--- src/rtl/spq_pkg.sv ---
package spq_pkg;

	localparam int DEPTH_DEF         = 16;
	localparam int VALUE_BITS_DEF    = 32;
	localparam int PRIORITY_BITS_DEF = 16;

	typedef enum logic [2:0] {
		CMD_INSERT = 3'd0,
		CMD_POP    = 3'd1,
		CMD_PEEK   = 3'd2,
		CMD_ADJUST = 3'd3,
		CMD_READ   = 3'd4,
		CMD_CLEAR  = 3'd5
	} cmd_t;

	typedef enum logic [1:0] {
		STS_OK    = 2'd0,
		STS_EMPTY = 2'd1,
		STS_FULL  = 2'd2,
		STS_BAD   = 2'd3
	} status_t;

	typedef enum logic [1:0] {
		OP_HOLD   = 2'd0,
		OP_INSERT = 2'd1,
		OP_REMOVE = 2'd2
	} cell_op_t;

	typedef enum logic {
		ST_IDLE     = 1'b0,
		ST_REINSERT = 1'b1
	} state_t;

	typedef struct packed {
		cell_op_t op;
		logic     head_ins;
	} cell_ctrl_t;

endpackage

--- src/rtl/spq_cmd_if.sv ---
interface spq_cmd_if #(
	parameter int VB = 32,
	parameter int PB = 16,
	parameter int CW = 5
);
	logic                 valid;
	logic                 ready;
	logic [2:0]           command;
	logic signed [VB-1:0] value;
	logic signed [PB-1:0] priority_req;
	logic [CW-1:0]        position;

	modport source (output valid, command, value, priority_req, position, input ready);
	modport sink (input valid, command, value, priority_req, position, output ready);
endinterface

--- src/rtl/spq_rsp_if.sv ---
interface spq_rsp_if #(
	parameter int VB = 32,
	parameter int PB = 16,
	parameter int CW = 5
);
	logic                 valid;
	logic                 ready;
	logic [1:0]           status;
	logic signed [VB-1:0] out_value;
	logic signed [PB-1:0] out_priority;
	logic [CW-1:0]        entry_count;

	modport source (output valid, status, out_value, out_priority, entry_count, input ready);
	modport sink (input valid, status, out_value, out_priority, entry_count, output ready);
endinterface

--- src/rtl/spq_cell.sv ---
module spq_cell
	import spq_pkg::*;
#(
	parameter int IDX = 0,
	parameter int VB  = 32,
	parameter int PB  = 16,
	parameter int CW  = 5,
	parameter int IW  = 4
) (
	input  logic                 clk,
	input  cell_ctrl_t           ctrl,
	input  logic [CW-1:0]        occ,
	input  logic [IW-1:0]        rm_idx,
	input  logic signed [VB-1:0] new_val,
	input  logic signed [PB-1:0] new_pri,
	input  logic                 left_after,
	input  logic signed [VB-1:0] left_val,
	input  logic signed [PB-1:0] left_pri,
	input  logic signed [VB-1:0] right_val,
	input  logic signed [PB-1:0] right_pri,
	output logic                 after,
	output logic signed [VB-1:0] val,
	output logic signed [PB-1:0] pri
);

	localparam logic [CW-1:0] IDX_C = CW'(IDX);
	localparam logic [IW-1:0] IDX_I = IW'(IDX);

	logic                 below;
	logic signed [VB-1:0] val_q;
	logic signed [PB-1:0] pri_q;

	// An empty cell, or one of lower priority, is where the new entry may land.
	always_comb begin
		below = (IDX_C >= occ) || (new_pri > pri_q);
		if (IDX == 0) begin
			after = ctrl.head_ins;
		end else begin
			after = ctrl.head_ins || below;
		end
	end

	always_ff @(posedge clk) begin
		case (ctrl.op)
			OP_INSERT: begin
				if (left_after) begin
					val_q <= left_val;
					pri_q <= left_pri;
				end else if (after) begin
					val_q <= new_val;
					pri_q <= new_pri;
				end
			end
			OP_REMOVE: begin
				if (IDX_I >= rm_idx) begin
					val_q <= right_val;
					pri_q <= right_pri;
				end
			end
			default: begin
			end
		endcase
	end

	assign val = val_q;
	assign pri = pri_q;

endmodule

--- src/rtl/sorted_priority_queue.sv ---
// Sorted priority queue of up to DEPTH entries (value, priority), held in
// descending order of priority in a row of cells, position one being the head.
// Commands arrive on the cmd channel and each gives exactly one response on
// the rsp channel, with a status, the head or read entry where relevant, and
// the number of entries held afterwards.
// Insert, pop, peek, read and clear complete in one step: the response is
// registered and valid in the cycle after the transfer, and a new command is
// taken in every cycle unless the response stalls. Adjust removes and then
// reinserts through the same row of cells, so cmd.ready is low for one cycle
// after an adjust transfer; its response is registered as the reinsert is done.
// Reset empties the queue at once; the entry storage itself is not cleared.
// When the receiver stalls, the response is held and cmd.ready falls until
// the response transfer takes place.
module sorted_priority_queue
	import spq_pkg::*;
#(
	parameter int DEPTH         = DEPTH_DEF,
	parameter int VALUE_BITS    = VALUE_BITS_DEF,
	parameter int PRIORITY_BITS = PRIORITY_BITS_DEF
) (
	input logic      clk,
	input logic      arst_n,
	spq_cmd_if.sink  cmd,
	spq_rsp_if.source rsp
);

	localparam int VB = VALUE_BITS;
	localparam int PB = PRIORITY_BITS;
	localparam int IW = (DEPTH > 1) ? $clog2(DEPTH) : 1;
	localparam int CW = $clog2(DEPTH + 1);
	localparam logic [CW-1:0] FULL_C = CW'(DEPTH);
	localparam logic [CW-1:0] ONE_C  = CW'(1);

	state_t               state_q, state_d;
	logic [CW-1:0]        occ_q, occ_d;
	logic                 rsp_valid_q, rsp_valid_d;
	status_t              rsp_status_q, rsp_status_d;
	logic signed [VB-1:0] rsp_val_q, rsp_val_d;
	logic signed [PB-1:0] rsp_pri_q, rsp_pri_d;
	logic [CW-1:0]        rsp_cnt_q;
	logic                 rsp_load;
	logic signed [VB-1:0] adj_val_q, adj_val_d;
	logic signed [PB-1:0] adj_pri_q, adj_pri_d;

	cell_ctrl_t           ctrl;
	logic [IW-1:0]        rm_idx;
	logic [IW-1:0]        idx;
	logic signed [VB-1:0] new_val;
	logic signed [PB-1:0] new_pri;
	logic                 accept;
	logic                 pos_bad;

	logic                 cell_after [DEPTH];
	logic signed [VB-1:0] cell_val   [DEPTH];
	logic signed [PB-1:0] cell_pri   [DEPTH];

	assign cmd.ready = (state_q == ST_IDLE) && (!rsp_valid_q || rsp.ready);
	assign accept    = cmd.valid && cmd.ready;
	assign pos_bad   = (cmd.position == '0) || (cmd.position > occ_q);
	assign idx       = IW'(cmd.position - ONE_C);

	always_comb begin
		state_d      = state_q;
		occ_d        = occ_q;
		ctrl.op      = OP_HOLD;
		rm_idx       = '0;
		new_val      = cmd.value;
		new_pri      = cmd.priority_req;
		adj_val_d    = adj_val_q;
		adj_pri_d    = adj_pri_q;
		rsp_load     = 1'b0;
		rsp_status_d = STS_OK;
		rsp_val_d    = '0;
		rsp_pri_d    = '0;
		if (state_q == ST_REINSERT) begin
			new_val  = adj_val_q;
			new_pri  = adj_pri_q;
			ctrl.op  = OP_INSERT;
			occ_d    = occ_q + ONE_C;
			rsp_load = 1'b1;
			state_d  = ST_IDLE;
		end else if (accept) begin
			rsp_load = 1'b1;
			case (cmd_t'(cmd.command))
				CMD_INSERT: begin
					if (occ_q == FULL_C) begin
						rsp_status_d = STS_FULL;
					end else begin
						ctrl.op = OP_INSERT;
						occ_d   = occ_q + ONE_C;
					end
				end
				CMD_POP, CMD_PEEK: begin
					if (occ_q == '0) begin
						rsp_status_d = STS_EMPTY;
					end else begin
						rsp_val_d = cell_val[0];
						rsp_pri_d = cell_pri[0];
						if (cmd_t'(cmd.command) == CMD_POP) begin
							ctrl.op = OP_REMOVE;
							occ_d   = occ_q - ONE_C;
						end
					end
				end
				CMD_ADJUST, CMD_READ: begin
					if (occ_q == '0) begin
						rsp_status_d = STS_EMPTY;
					end else if (pos_bad) begin
						rsp_status_d = STS_BAD;
					end else if (cmd_t'(cmd.command) == CMD_READ) begin
						rsp_val_d = cell_val[idx];
						rsp_pri_d = cell_pri[idx];
					end else begin
						ctrl.op   = OP_REMOVE;
						rm_idx    = idx;
						occ_d     = occ_q - ONE_C;
						adj_val_d = cell_val[idx];
						adj_pri_d = cmd.priority_req;
						rsp_load  = 1'b0;
						state_d   = ST_REINSERT;
					end
				end
				CMD_CLEAR: begin
					occ_d = '0;
				end
				default: begin
				end
			endcase
		end
		ctrl.head_ins = (occ_q == '0) || (new_pri >= cell_pri[0]);
		if (rsp_load) begin
			rsp_valid_d = 1'b1;
		end else if (rsp.ready) begin
			rsp_valid_d = 1'b0;
		end else begin
			rsp_valid_d = rsp_valid_q;
		end
	end

	always_ff @(posedge clk or negedge arst_n) begin
		if (!arst_n) begin
			state_q     <= ST_IDLE;
			occ_q       <= '0;
			rsp_valid_q <= 1'b0;
		end else begin
			state_q     <= state_d;
			occ_q       <= occ_d;
			rsp_valid_q <= rsp_valid_d;
		end
	end

	always_ff @(posedge clk) begin
		adj_val_q <= adj_val_d;
		adj_pri_q <= adj_pri_d;
		if (rsp_load) begin
			rsp_status_q <= rsp_status_d;
			rsp_val_q    <= rsp_val_d;
			rsp_pri_q    <= rsp_pri_d;
			rsp_cnt_q    <= occ_d;
		end
	end

	for (genvar i = 0; i < DEPTH; i++) begin : g_cell
		logic                 l_after;
		logic signed [VB-1:0] l_val, r_val;
		logic signed [PB-1:0] l_pri, r_pri;

		if (i == 0) begin : g_first
			assign l_after = 1'b0;
			assign l_val   = cell_val[0];
			assign l_pri   = cell_pri[0];
		end else begin : g_mid
			assign l_after = cell_after[i-1];
			assign l_val   = cell_val[i-1];
			assign l_pri   = cell_pri[i-1];
		end
		if (i == DEPTH - 1) begin : g_last
			assign r_val = cell_val[i];
			assign r_pri = cell_pri[i];
		end else begin : g_inner
			assign r_val = cell_val[i+1];
			assign r_pri = cell_pri[i+1];
		end

		spq_cell #(
			.IDX (i),
			.VB  (VB),
			.PB  (PB),
			.CW  (CW),
			.IW  (IW)
		) u_cell (
			.clk        (clk),
			.ctrl       (ctrl),
			.occ        (occ_q),
			.rm_idx     (rm_idx),
			.new_val    (new_val),
			.new_pri    (new_pri),
			.left_after (l_after),
			.left_val   (l_val),
			.left_pri   (l_pri),
			.right_val  (r_val),
			.right_pri  (r_pri),
			.after      (cell_after[i]),
			.val        (cell_val[i]),
			.pri        (cell_pri[i])
		);
	end

	assign rsp.valid        = rsp_valid_q;
	assign rsp.status       = rsp_status_q;
	assign rsp.out_value    = rsp_val_q;
	assign rsp.out_priority = rsp_pri_q;
	assign rsp.entry_count  = rsp_cnt_q;

endmodule

--- src/flat_wrapper.sv ---
// flat-port wrapper written by rule: the top's interface ports become plain ports
module sorted_priority_queue_flat import spq_pkg::*;
#(
	parameter int DEPTH         = DEPTH_DEF,
	parameter int VALUE_BITS    = VALUE_BITS_DEF,
	parameter int PRIORITY_BITS = PRIORITY_BITS_DEF
)
  (clk, arst_n, cmd_valid, cmd_command, cmd_value, cmd_priority_req, cmd_position, cmd_ready, rsp_valid, rsp_status, rsp_out_value, rsp_out_priority, rsp_entry_count, rsp_ready);
  spq_cmd_if cmd_i ();
  spq_rsp_if rsp_i ();
  input logic clk;
  input logic arst_n;
  input wire logic [$bits(cmd_i.valid)-1:0] cmd_valid;
  input wire logic [$bits(cmd_i.command)-1:0] cmd_command;
  input wire logic [$bits(cmd_i.value)-1:0] cmd_value;
  input wire logic [$bits(cmd_i.priority_req)-1:0] cmd_priority_req;
  input wire logic [$bits(cmd_i.position)-1:0] cmd_position;
  output wire logic [$bits(cmd_i.ready)-1:0] cmd_ready;
  output wire logic [$bits(rsp_i.valid)-1:0] rsp_valid;
  output wire logic [$bits(rsp_i.status)-1:0] rsp_status;
  output wire logic [$bits(rsp_i.out_value)-1:0] rsp_out_value;
  output wire logic [$bits(rsp_i.out_priority)-1:0] rsp_out_priority;
  output wire logic [$bits(rsp_i.entry_count)-1:0] rsp_entry_count;
  input wire logic [$bits(rsp_i.ready)-1:0] rsp_ready;
  assign cmd_i.valid = cmd_valid;
  assign cmd_i.command = cmd_command;
  assign cmd_i.value = cmd_value;
  assign cmd_i.priority_req = cmd_priority_req;
  assign cmd_i.position = cmd_position;
  assign cmd_ready = cmd_i.ready;
  assign rsp_valid = rsp_i.valid;
  assign rsp_status = rsp_i.status;
  assign rsp_out_value = rsp_i.out_value;
  assign rsp_out_priority = rsp_i.out_priority;
  assign rsp_entry_count = rsp_i.entry_count;
  assign rsp_i.ready = rsp_ready;
  sorted_priority_queue #(.DEPTH(DEPTH), .VALUE_BITS(VALUE_BITS), .PRIORITY_BITS(PRIORITY_BITS)) u_core (.clk(clk), .arst_n(arst_n), .cmd(cmd_i), .rsp(rsp_i));
endmodule
--- config.mk ---
export PLATFORM = sky130hd
export DESIGN_NAME = sorted_priority_queue_flat
export DESIGN_NICKNAME = d
export VERILOG_FILES = /design/src/rtl/spq_pkg.sv /design/src/rtl/spq_cmd_if.sv /design/src/rtl/spq_rsp_if.sv /design/src/rtl/spq_cell.sv /design/src/rtl/sorted_priority_queue.sv /design/src/flat_wrapper.sv
export SDC_FILE = /design/constraint.sdc
export NUM_CORES = 2
export LEC_CHECK = 0
export BUFFER_PORTS_ARGS = -buffer_cell sky130_fd_sc_hd__buf_2
export CORE_MARGIN = 3
export CORE_UTILIZATION = 45
export DETAILED_ROUTE_END_ITERATION = 16
export GPL_TIMING_DRIVEN = 1
export PLACE_DENSITY = 0.7
export SETUP_SLACK_MARGIN = 0.2
export SYNTH_ARGS = -nofsm -noshare
export SYNTH_HDL_FRONTEND = slang
export SYNTH_HIERARCHICAL = 1
export SYNTH_SLANG_ARGS = --single-unit
--- constraint.sdc ---
create_clock -name clk -period 7.9 [get_ports clk]
set_input_delay 0.79 -clock clk [delete_from_list [all_inputs] [get_ports clk]]
set_output_delay 0.79 -clock clk [all_outputs]
set_load 0.1 [all_outputs]
# Word-level counts from Yosys, hierarchy flattened
# Index checks and enable logic that the tools add are counted.
word_totals:
  ff_bits: 878
  latch_bits: 0
  mem_bits_rw: 0
  romBits: 0
  in_bits: 60
  word_cells: 381
  mem_count: 0
op_classes:
  addsub: 3
  multipliers: 0
  n_div: 0
  n_lt_le_gt_ge: 48
  n_eq_ne: 38
  shift: 0
  n_mux: 183
  bitwise_logic: 6
  reduce_logical: 62
op_table:
  columns: ["op", "count"]
  rows:
  - ["$mux W32", 53]
  - ["$pmux W32 S2", 16]
  - ["$mux W16", 53]
  - ["$pmux W16 S2", 16]
  - ["$gt A16 B16 Y1", 15]
  - ["$bmux W32 S4", 1]
  - ["$bmux W16 S4", 1]
  - ["$reduce_and A3 Y1", 15]
  - ["$ge A4 B5 Y1 const A", 8]
  - ["$mux W5", 8]
  - ["$ne A3 B3 Y1 const B", 12]
  - ["$logic_or A1 B1 Y1", 33]
  - ["$ne A2 B2 Y1 const B", 16]
  - ["$ge A4 B4 Y1 const A", 7]
  - ["$mux W4", 6]
  - ["$ge A3 B5 Y1 const A", 4]
  - ["$mux W2", 10]
  - ["$pmux W5 S4", 1]
  - ["$ge A16 B16 Y1", 1]
  - ["$ge A3 B4 Y1 const A", 4]
  - ["$mux W1", 16]
  - ["$pmux W2 S3", 2]
  - ["$ge A2 B5 Y1 const A", 2]
  - ["$logic_not A5 Y1", 2]
  - ["24 further kinds", 38]

# Depth between registers and ports, before layout
logic_depth:
  word_depth: 10
  ltp_mapped: 19
  ltp_nobuf: 15

# Hierarchy
# Netlist, hierarchy kept.
modules_own_cells:
  columns: ["mod", "instances", "cells_per_inst", "area_each_um2", "seq_area_each_um2"]
  rows:
  - ["sorted_priority_queue", 1, 768, 11431.0, 3268.1]
  - ["spq_cell (u_core.g_cell[12].u_cell ...)", 2, 280, 2991.6, 1441.4]
  - ["spq_cell (u_core.g_cell[11].u_cell ...)", 2, 277, 2886.5, 1441.4]
  - ["spq_cell (u_core.g_cell[6].u_cell)", 1, 278, 2945.3, 1441.4]
  - ["spq_cell (u_core.g_cell[14].u_cell)", 1, 276, 2939.1, 1441.4]
  - ["spq_cell (u_core.g_cell[10].u_cell)", 1, 282, 2935.3, 1441.4]
  - ["spq_cell (u_core.g_cell[9].u_cell)", 1, 278, 2926.6, 1441.4]
  - ["spq_cell (u_core.g_cell[13].u_cell)", 1, 276, 2919.0, 1441.4]
  - ["spq_cell (u_core.g_cell[5].u_cell)", 1, 277, 2916.5, 1441.4]
  - ["spq_cell (u_core.g_cell[1].u_cell)", 1, 277, 2915.3, 1441.4]
  - ["spq_cell (u_core.g_cell[4].u_cell)", 1, 277, 2902.8, 1441.4]
  - ["spq_cell (u_core.g_cell[15].u_cell)", 1, 274, 2901.5, 1441.4]
  - ["spq_cell (u_core.g_cell[2].u_cell)", 1, 278, 2891.5, 1441.4]
  - ["spq_cell (u_core.g_cell[7].u_cell)", 1, 271, 2880.3, 1441.4]
  - ["spq_cell (u_core.g_cell[0].u_cell)", 1, 160, 2658.8, 1441.4]

# Worst setup path after synthesis
# Ideal clock, no wire load.
synth_timing:
  kind: "reg-to-reg"
  from: "reg u_core.state_q"
  to: "reg u_core.g_cell[5].u_cell.pri_q[0], enable pin"
  setup_ns: 0.459
  arrival_ns: 7.133
  t_required_ns: 7.441
  path_slack_ns: 0.308
  stages_incl_launch_ff: 20
  n_path_buf: 5
  path_cell_list: "dfrtp_1 > clkbuf_1 > clkbuf_1 > mux2_2 > ha_1 > a21o_1 > a21oi_1 > o221ai_1 > a21oi_1 > a21oi_1 > o21ai_0 > a21oi_1 > o211ai_1 > or4_4 > and3_1 > clkbuf_1 > buf_2 > buf_2 > a211oi_2 > o21ai_1"
synth_rtl:
  columns: ["element", "line", "text"]
  rows:
  - ["start, declared", "sorted_priority_queue.sv:34", "state_t state_q, state_d;"]
  - ["start signal, assigned", "sorted_priority_queue.sv:146", "state_q <= state_d;"]
  - ["end signal, assigned", "spq_cell.sv:48", "pri_q <= left_pri;"]
  - ["end signal, assigned", "spq_cell.sv:51", "pri_q <= new_pri;"]
  - ["end signal, assigned", "spq_cell.sv:57", "pri_q <= right_pri;"]
  - ["end, declared", "spq_cell.sv:31", "logic signed [PB-1:0] pri_q;"]

==> out/qor.csv <==
stage,metric,value,unit
placement,"Cell Area, Placed",60300,um^2
status,status,"finished, final reports clean",
timing,Final Max Tran Viols,0,
setup_path,Worst Reg-to-Reg Cells,16,
routing,TritonRoute pass-1 iters,6,
power_and_ir_drop,maximum vdd drop,0.171,mV
clock_tree,htree depth,3,
floorplanning,die area,133000,um^2
global_route,initial antenna violation count,8,
timing,skew final,0.0418,ns
finish,P&R area growth vs syn,9.27,%
timing,TNS Setup,0,ns
timing,Worst-Margin Slew,1.24,ns
clock_tree,clock buffer count from CTS,99,
placement,dpl hpwl,120000,um
logic_synthesis,Synth Cell Area,57900,um^2
logic_synthesis,Syn Inst Count,5085,
placement,GPL Wtd Cong,0.976,
global_route,global-route wire length before repair,282000,um
routing,initial drt markers,6193,
finish,Final Util,0.499,
floorplanning,DIE HEIGHT,365,um
global_route,largest net degree at the start of global routing,145,
clock_tree,Post-CTS Hold Buffers,1,
floorplanning,Die W,365,um
routing,total wire length,190000,um
timing,Worst slew margin,0.169,
power_and_ir_drop,Pleak,26.3,nW
timing,Period minus WS final,5.92,ns
global_route,gr usage total,0.281,
routing,wire per inst,28.0,um
logic_synthesis,syn avg cell area,11.4,um^2
routing,post-route ant nets,0,
routing,routed vias/inst,6.49,
global_route,global route total overflow,0,
clock_tree,Skew-Pair Late Insertion Delay,0.72,ns
finish,nets,5385,
hold_path,Hold Path Depth,1,
setup_path,Critical Path End Type,flop,
timing,RSZ-0062 raised after global routing,no,
timing,Max Freq,169,MHz
finish,Layout fillers,11100,
logic_synthesis,Synth warnings,6,
routing,drt drc,0,
floorplanning,IO Pins,117,
placement,port buffer count,116,
global_route,vias in the first global route,42700,
setup_path,CP Class,flop to flop,
clock_tree,Max Buffers Root-to-Sink,3,
clock_tree,postcts setup bufs,0,
routing,vias,44100,
hold_path,class of the worst hold path,input port to flop,
floorplanning,Core Region,127000,um^2
floorplanning,row count,130,
power_and_ir_drop,Power Total,14.2,mW
setup_path,Worst EP required,8.29,ns
finish,layout cells sized above 1,0.164,
setup_path,crit-path max FO,70,
power_and_ir_drop,PD cells,225,nW/um^2
timing,Final Hold Viols,0,
timing,part of the cycle the worst path needs,0.750,
clock_tree,CTS tree,built,
timing,Final Setup Violations,0,
clock_tree,CTS root buffer,clkbuf_16,
job,Max-Cap Viols,0,
clock_tree,"Clk pin slew, worst setup/hold paths",0.06,ns
floorplanning,Starting Density,0.457,
setup_path,type of origin of the critical path,flop,
finish,post-route cell area,63300,um^2
timing,final hold slack,0.297,ns
setup_path,"Data arrival, critical path",6.32,ns
clock_tree,post_cts resized,0,
clock_tree,Clock Sinks,878,
## cell usage in the layout, fill, tap and decap left out, drive strengths merged, types with 23 or more instances in the layout
master and count:
nor2b 39, mux2i 721, nor2 96, mux4 240, nand2 771, o21ai 763, clkinv 45, ha 264
edfxtp 871, buf 217, clkbuf 119, a21oi 99, a21o 32, inv 297, a22oi 49, nand4 61
mux2 143, nor3 25, nand3 23
## area by class of cell
cell class                      instances  area (um^2)  share of cell area
Clock inverter                         53          438             0.00692
Timing Repair Buffer                  218         1430              0.0227
Antenna cell                            3         7.51            0.000119
Inverter                              293         1100              0.0174
Sequential cell                       878        26300               0.416
Multi-Input combinational cell       3571        29400               0.464
Clock buffer                          119         2550              0.0403
Tap cell                             1650         2060              0.0326
## final timing paths
check                                                           start                                    endpoint  slack [ns]
setup reg to reg                             u_core/state_q$_DFF_PN0_    u_core/g_cell[9].u_cell/val[7]$_DFFE_PP_        1.98
min in group asynchronous                                      arst_n                u_core/rsp.valid$_DFFE_PN0P_        0.46
max in group asynchronous                                      arst_n                    u_core/state_q$_DFF_PN0_        7.24
setup / recovery                             u_core/state_q$_DFF_PN0_    u_core/g_cell[9].u_cell/val[7]$_DFFE_PP_        1.98
hold reg to reg            u_core/g_cell[12].u_cell/val[11]$_DFFE_PP_  u_core/g_cell[11].u_cell/val[11]$_DFFE_PP_        0.57
hold / removal                                   cmd_priority_req[10]              u_core/adj_pri_q[10]$_DFFE_PP_        0.30
## routing by layer
| metal | vias to the layer above | wire length (um) | GRT usage | share of wire |
|---|---|---|---|---|
| met5 | - | 25 | 0 | 0.00013 |
| met4 | 6 | 8430 | 0.115 | 0.044 |
| met3 | 459 | 22400 | 0.0620 | 0.12 |
| met1 | 21800 | 75000 | 0.390 | 0.40 |
| met2 | 2746 | 83900 | 0.428 | 0.44 |
| li1 | 19100 | - | - | - |
## sequential cells by signal (all words and copies together) (netlist names), 2 cells and up
register,flops
u_core/g_cell.u_cell/val,512
u_core/adj_val_q,32
u_core/rsp.out_value,32
u_core/rsp.out_priority,16
u_core/occ_q,5
u_core/rsp.status,2
u_core/adj_pri_q,16
u_core/rsp.entry_count,5
u_core/g_cell.u_cell/pri,256
## through the flow
| stage | instances | setup WS (ns) |
|---|---|---|
| finish | 6785 | 1.98 |
| floorplan | 5088 | 0.308 |
| CTS | 6782 | 2.03 |
| detailed placement | 6609 | 1.92 |
| global placement | 6609 | 2.04 |
| global route | 6782 | 1.78 |
## critical path, stage by stage, from the launching register on
cell and delay, ns:
dfrtp_4 0.57, buf_4 0.69, mux2_2 0.44, ha_1 0.30
o21ai_0 0.08, a21oi_1 0.15, o21ai_0 0.14, and4_1 0.25
o21ai_4 0.23, buf_12 0.54, o21ba_2 0.28, o311a_1 0.18
a311oi_4 0.29, a21oi_1 0.07, and3_4 0.19, a21oi_4 0.81
buf_12 0.31
## where the power goes
| part | internal (mW) | switching (mW) | leakage [nW] |
|---|---|---|---|
| clock network | 2.41 | 2.01 | 1.46 |
| logic | 1.33 | 2.36 | 16.7 |
| registers | 5.78 | 0.350 | 8.10 |
| total | 9.51 | 4.72 | 26.3 |
Power figures use the tool's default switching activity.
